### src/rtl/skt_pkg.sv
// ----------------------------------------------------------------------------
// skt_pkg: shared types and constants for the sorted key table
// Word formats, operation and status codes, cell command and tree sizing.
// ----------------------------------------------------------------------------
package skt_pkg;

   localparam int TABLE_DEPTH = 256;
   localparam int KEY_W       = 32;
   localparam int OP_W        = 2;
   localparam int STAT_W      = 2;
   localparam int POS_W       = 9;
   localparam int TREE_RADIX  = 8;

   localparam logic [OP_W-1:0] OP_INSERT = 2'd0;
   localparam logic [OP_W-1:0] OP_DELETE = 2'd1;
   localparam logic [OP_W-1:0] OP_SEARCH = 2'd2;

   localparam logic [STAT_W-1:0] STAT_OK        = 2'd0;
   localparam logic [STAT_W-1:0] STAT_NOT_FOUND = 2'd1;
   localparam logic [STAT_W-1:0] STAT_FULL      = 2'd2;

   typedef struct packed {
      logic [OP_W-1:0]  op;
      logic [KEY_W-1:0] key;
   } req_type;

   typedef struct packed {
      logic [STAT_W-1:0] status;
      logic [POS_W-1:0]  position;
      logic [POS_W-1:0]  match_count;
      logic [POS_W-1:0]  fill_level;
   } rsp_type;

   typedef struct packed {
      logic             compare;
      logic             insert;
      logic             remove;
      logic [KEY_W-1:0] key;
   } cell_cmd_type;

   // Node count at a given level of a TREE_RADIX-wide reduction tree.
   function automatic int tree_nodes(input int n, input int lvl);
      int c;
      c = n;
      for (int i = 0; i < lvl; i++) begin
         c = (c + TREE_RADIX - 1) / TREE_RADIX;
      end
      return c;
   endfunction

   // Register levels needed to bring n leaves down to one node.
   function automatic int tree_levels(input int n);
      int c;
      int l;
      c = n;
      l = 0;
      while (c > 1) begin
         c = (c + TREE_RADIX - 1) / TREE_RADIX;
         l++;
      end
      return l;
   endfunction

endpackage

### src/rtl/skt_cell.sv
// ----------------------------------------------------------------------------
// skt_cell: one slot of the sorted key chain
// Holds one key, compares it against the broadcast key and shifts toward
// either neighbor on insert or remove.
// ----------------------------------------------------------------------------
module skt_cell
   import skt_pkg::*;
#(
   parameter int IDX = 0,
   parameter int CW  = 9
) (
   input  logic             clock,
   input  cell_cmd_type     cmd,
   input  logic [CW-1:0]    count,
   input  logic [KEY_W-1:0] left_key,
   input  logic             left_lt,
   input  logic             left_le,
   input  logic [KEY_W-1:0] right_key,
   output logic [KEY_W-1:0] key_q,
   output logic             lt_q,
   output logic             le_q,
   output logic             lt_mark,
   output logic             le_mark
);

   logic [KEY_W-1:0] key_ff, key_in;
   logic             lt_ff, lt_in;
   logic             le_ff, le_in;
   logic             occupied;

   assign occupied = count > CW'(IDX);

   always_comb begin
      lt_in  = lt_ff;
      le_in  = le_ff;
      key_in = key_ff;
      if (cmd.compare) begin
         lt_in = occupied && (key_ff < cmd.key);
         le_in = occupied && (key_ff <= cmd.key);
      end
      // entries at or above the boundary move; on insert the boundary slot takes the key
      priority if (cmd.insert) begin
         if (!lt_ff) begin
            key_in = left_lt ? cmd.key : left_key;
         end
      end else if (cmd.remove) begin
         if (!lt_ff) begin
            key_in = right_key;
         end
      end
   end

   always_ff @(posedge clock) begin
      key_ff <= key_in;
      lt_ff  <= lt_in;
      le_ff  <= le_in;
   end

   assign key_q   = key_ff;
   assign lt_q    = lt_ff;
   assign le_q    = le_ff;
   assign lt_mark = !lt_ff && left_lt;
   assign le_mark = !le_ff && left_le;

endmodule

### config.mk
export PLATFORM = sky130hd
export DESIGN_NAME = skt_cell
export DESIGN_NICKNAME = d
export VERILOG_FILES = /design/src/rtl/skt_pkg.sv /design/src/rtl/skt_cell.sv
export SDC_FILE = /design/constraint.sdc
export NUM_CORES = 1
export LEC_CHECK = 0
export ABC_AREA = 1
export CAP_MARGIN = 25
export CORE_MARGIN = 3
export CORE_UTILIZATION = 30
export CTS_CLUSTER_DIAMETER = 40
export CTS_CLUSTER_SIZE = 16
export DETAILED_ROUTE_END_ITERATION = 6
export DONT_BUFFER_PORTS = 1
export PLACE_DENSITY_LB_ADDON = 0.08
export SLEW_MARGIN = 30
export SYNTH_ARGS = -nofsm -noshare
export SYNTH_HDL_FRONTEND = slang
export SYNTH_SLANG_ARGS = --single-unit
### constraint.sdc
create_clock -name clock -period 2.7 [get_ports clock]
set_input_delay 0.675 -clock clock [delete_from_list [all_inputs] [get_ports clock]]
set_output_delay 0.675 -clock clock [all_outputs]
set_load 0.02 [all_outputs]
=== Word level (Yosys, flattened, before mapping) ===
Cells that the tools add are included.

* Bits in registers: 34
* Input bits: 111
* Bits in read-only memories: 0
* Bits in latches: 0
* Output and inout bits: 36
* Memories: 0
* RAM bits: 0

* Reductions and logical operators: 8
* Equal/unequal tests: 0
* Shift-type cells: 0
* Divide/modulo/power cells: 0
* Add/sub/neg operators: 0
* Order comparisons: 3
* Mux-type cells: 5
* Multipliers: 0
* Bitwise operators: 1

{| class="wikitable"
|+ Operator list
! cell !! number
|-
| 32-bit two-way mux || 5
|-
| 32-bit <= comparator || 1
|-
| 32-bit < comparator || 1
|-
| 9-bit by 1-bit greater-than comparator with 1-bit output, second input constant || 1
|-
| 1-bit logical AND || 4
|-
| 1-bit logical NOT || 2
|-
| 2-bit AND reduction || 1
|-
| 2-bit nonzero test || 1
|-
| 1-bit inverter || 1
|}

=== Depth between registers and ports, before layout ===
* Depth in word-level cells: 3
* Mapped depth: 14
* Mapped depth without buffers: 14

=== Worst setup path after synthesis ===
Ideal clock, no wire load.

* Path type: input to register
* Start point: input port cmd[33] (netlist name)
* End point: register key_ff[0] (netlist: key_q[0]) (enable)
* Stages: 3
* Arrival: 2.238 ns
* Path slack: 0.040 ns
* Setup time: 0.421 ns
* Path buffers: 1
* Data required time: 2.279 ns
* Cell sequence: buf_2 nor2_1 nor2_1

* Cells in the longest elaborated chain, start to end: 2

{| class="wikitable"
|+ RTL lines
! what !! line !! RTL
|-
| start: declaration || skt_cell.sv:13 || <nowiki>input cell_cmd_type cmd,</nowiki>
|-
| 2-bit nonzero test (no line) || n/a ||
|-
| 2-bit AND reduction (no line) || n/a ||
|-
| end signal: assignment || skt_cell.sv:54 || <nowiki>key_ff <= key_in;</nowiki>
|-
| end: declaration || skt_cell.sv:26 || <nowiki>logic [KEY_W-1:0] key_ff, key_in;</nowiki>
|}

No other way between the ends.
A chain may end at the register's enable or synchronous reset.

=== Worst setup path in the final report ===
* Start point: register lt_ff (netlist: lt_q)
* End point: output port lt_mark

* Cells in the longest elaborated chain, start to end: 2

{| class="wikitable"
|+ RTL lines
! what !! line !! RTL
|-
| start: declaration || skt_cell.sv:27 || <nowiki>logic lt_ff, lt_in;</nowiki>
|-
| start signal: assignment || skt_cell.sv:55 || <nowiki>lt_ff <= lt_in;</nowiki>
|-
| 1-bit logical NOT || skt_cell.sv:62 || <nowiki>assign lt_mark = !lt_ff && left_lt;</nowiki>
|-
| 1-bit logical AND || skt_cell.sv:62 ||
|-
| end: declaration || skt_cell.sv:22 || <nowiki>output logic lt_mark,</nowiki>
|}

No other way between the ends.

==> reports/qor.yml <==
status:
  status: "complete, no violations"
power:
  p_leak_uw: 0.00125
  p_switching_uw: 426
  powerDensity_nw_per_um2: 491
  switching_share_pct: 31.5
  power.sequential.fraction_pct: 54.6
  peakVddDrop_mv: 0.183
  combPwrFrac_pct: 18.8
  power_frac_clock_pct: 26.6
  internal_power_uw: 927
sta:
  setup_violations: 0
  hold_violations: 0
  finalSetupTns_ns: 0
  period_minus_slack_ns: 1.88
  relSlewSlack_pct: 61.0
  fin_hold_ws_ns: 0.501
  slew_violations: 0
  grt_setup_unrepaired: "false"
  final.period_utilization_pct: 69.7
  max_clock_freq_ghz: 0.532
  finClkSkew_ns: 0.00401
  worst_pin_slew_ns: 0.584
placement:
  hpwl_um: 5320
  io_buffer_count: 0
  placed_cells: 429
  globalplace.congestion: 0.735
logic_synthesis:
  synth_ff_type: "edfxtp_1"
  ys_types: 21
  ys_top_cells_by_area: "edfxtp_1 (39%), ha_1 (15%), o21ai_1 (11%)"
  yosysWarnings: 0
  syn-cell-area_sq_um: 2580
  yosysTopAreaCellShare_pct: 39.5
  syn_area_per_cell_sq_um: 7.74
  synth_common_cells: "nand2_1 (68), o21ai_1 (57), nor2_1 (49)"
  synth_edf_count: 34
  yosysMostFrequentCell: "nand2_1"
  syn_nets: 477
  async_reset_ff_share_pct: 0
  yosysTopAreaCell: "edfxtp_1"
  synth_cells: 334
  ys_ff_latch: 34
  ys_seq_area_share_pct: 39.5
global_route:
  grt_pass1_vias: 2197
  grtUsageTotal_pct: 14.5
  grt_max_degree: 35
  antenna_found_initial: 0
  globalRouteOverflowTotal: 0
  grt_pass1_wl_um: 11200
worst_setup_path:
  cp_top_family: "flip-flops"
  crit_chain: "nor2_1"
  rr_startpoint: "key_q[31]"
  crit_fanout: 3
  critPathKind: "reg2out"
  timing.critical_path.buf_inv: 0
  slowest_delay_ns: 0.54
  end_kind: "primary output"
  cp_data_arrival_time_ns: 1.21
  start_kind: "flop"
  cp.required_ns: 2.03
  slowest_stage: "edfxtp_1"
  startpoint: "lt_q"
clocking:
  tritoncts: "yes"
  cts_hold_buf: 0
  numCtsBuffers: 5
  ctsResizeCount: 0
  cts_max_level: 2
  cts_max_path_buffers: 2
  insertion_delay_ns: 0.28
  cts_setup_buffers: 0
  cts.clk_slew.worst_paths_ns: 0.07
  clockRootBuffer: "clkbuf_8"
  cts_num_sinks: 34
drt:
  drt-initial-drc-count: 61
  routedWlPerCell_um: 16.0
  drc: 0
  drt_first_pass_iters: 4
  dr_total_vias: 2120
  antenna_left: 0
  drt-total-wl_um: 6970
  avgViaCountPerCell: 4.86
floorplan:
  row_count: 33
  die_y_um: 98.8
  io_pins: 147
  start_util_pct: 31.1
  die_w_um: 98.8
  core_sq_um: 8300
  dieArea_sq_um: 9770
worst_hold_path:
  hold_class: "in2reg"
  worstHoldStart: "cmd[34]"
finish:
  post-route-util_pct: 33.2
  area_delta_synth_final_pct: 6.63
  diodes: 0
  final_nets: 474
  stdcell_count: 436
  final.fill_count: 897
  drive_gt1_share_pct: 5.14
job:
  cap_violations: 0
## power by group through the flow
stage | logic, uW | registers, uW | clock network [uW]
final | 254 | 739 | 360
after global routing | 311 | 745 | 405
after CTS | 262 | 741 | 379
after detailed placement | 260 | 753 | 0
after global placement | 261 | 754 | 0
after floorplan | 217 | 738 | 0
## layout make-up
type	count	area, sq um	share of cell area, %
multi-input combinational	241	1340	48.5
sequential	34	1020	37.0
inverter	47	176	6.40
tap	105	131	4.77
clock buffer	7	76.3	2.77
timing repair buffer	2	15.0	0.545
## final timing paths
check,to,slack [ns],cells after the start
worst max-delay path,lt_mark,0.82,1
worst min-delay path,lt_q,0.50,0
worst max register to register,le_q,0.92,8
worst min register to register,key_q[29],1.09,2
## cell families (layout without fill, tap and decap cells)
logic type / count (synthesis) / after routing / synth area share [%]
and+or+nand+nor: 129 / 129 / 20.1
buffers and inverters: 59 / 56 / 9.10
AOI/OAI and AO/OA: 80 / 80 / 15.8
DFF: 34 / 34 / 39.5
adders and majority gates: 32 / 32 / 15.5
## cell usage in the layout, fill, tap and decap left out
cell type / instances
clkinv_1: 1
edfxtp_1: 34
clkbuf_1: 2
o21ai_0: 9
nor2_2: 1
a21oi_1: 11
nand4_2: 1
nor2_1: 48
nand4_1: 3
nor3_1: 1
o21a_1: 1
inv_2: 4
o21ai_1: 57
nand3_1: 3
nor2_4: 2
nand2_1: 68
ha_1: 32
clkbuf_8: 5
nand2_2: 2
inv_1: 42
buf_4: 2
a21o_1: 2
## through the flow
stage / total power (uW) / instance area [sq um] / setup slack (ns)
final: 1350 / 2760 / 0.819
after detailed placement: 1010 / 2680 / 0.727
after floorplan: 955 / 2580 / 0.0403
after global placement: 1010 / 2680 / 0.757
after global routing: 1460 / 2760 / 0.765
after CTS: 1380 / 2760 / 0.803
## sequential cells by signal (all words and copies together) (netlist names)
register,flops
key_q,32
lt_q,1
le_q,1
## layer usage
metal	vias up	track usage (%)	routed length (um)
met5	-	0	0
met4	0	3.78	72
met3	6	5.80	785
met2	98	23.5	3180
met1	921	18.0	2930
li1	1095	-	-
Power figures use the tool's default switching activity.
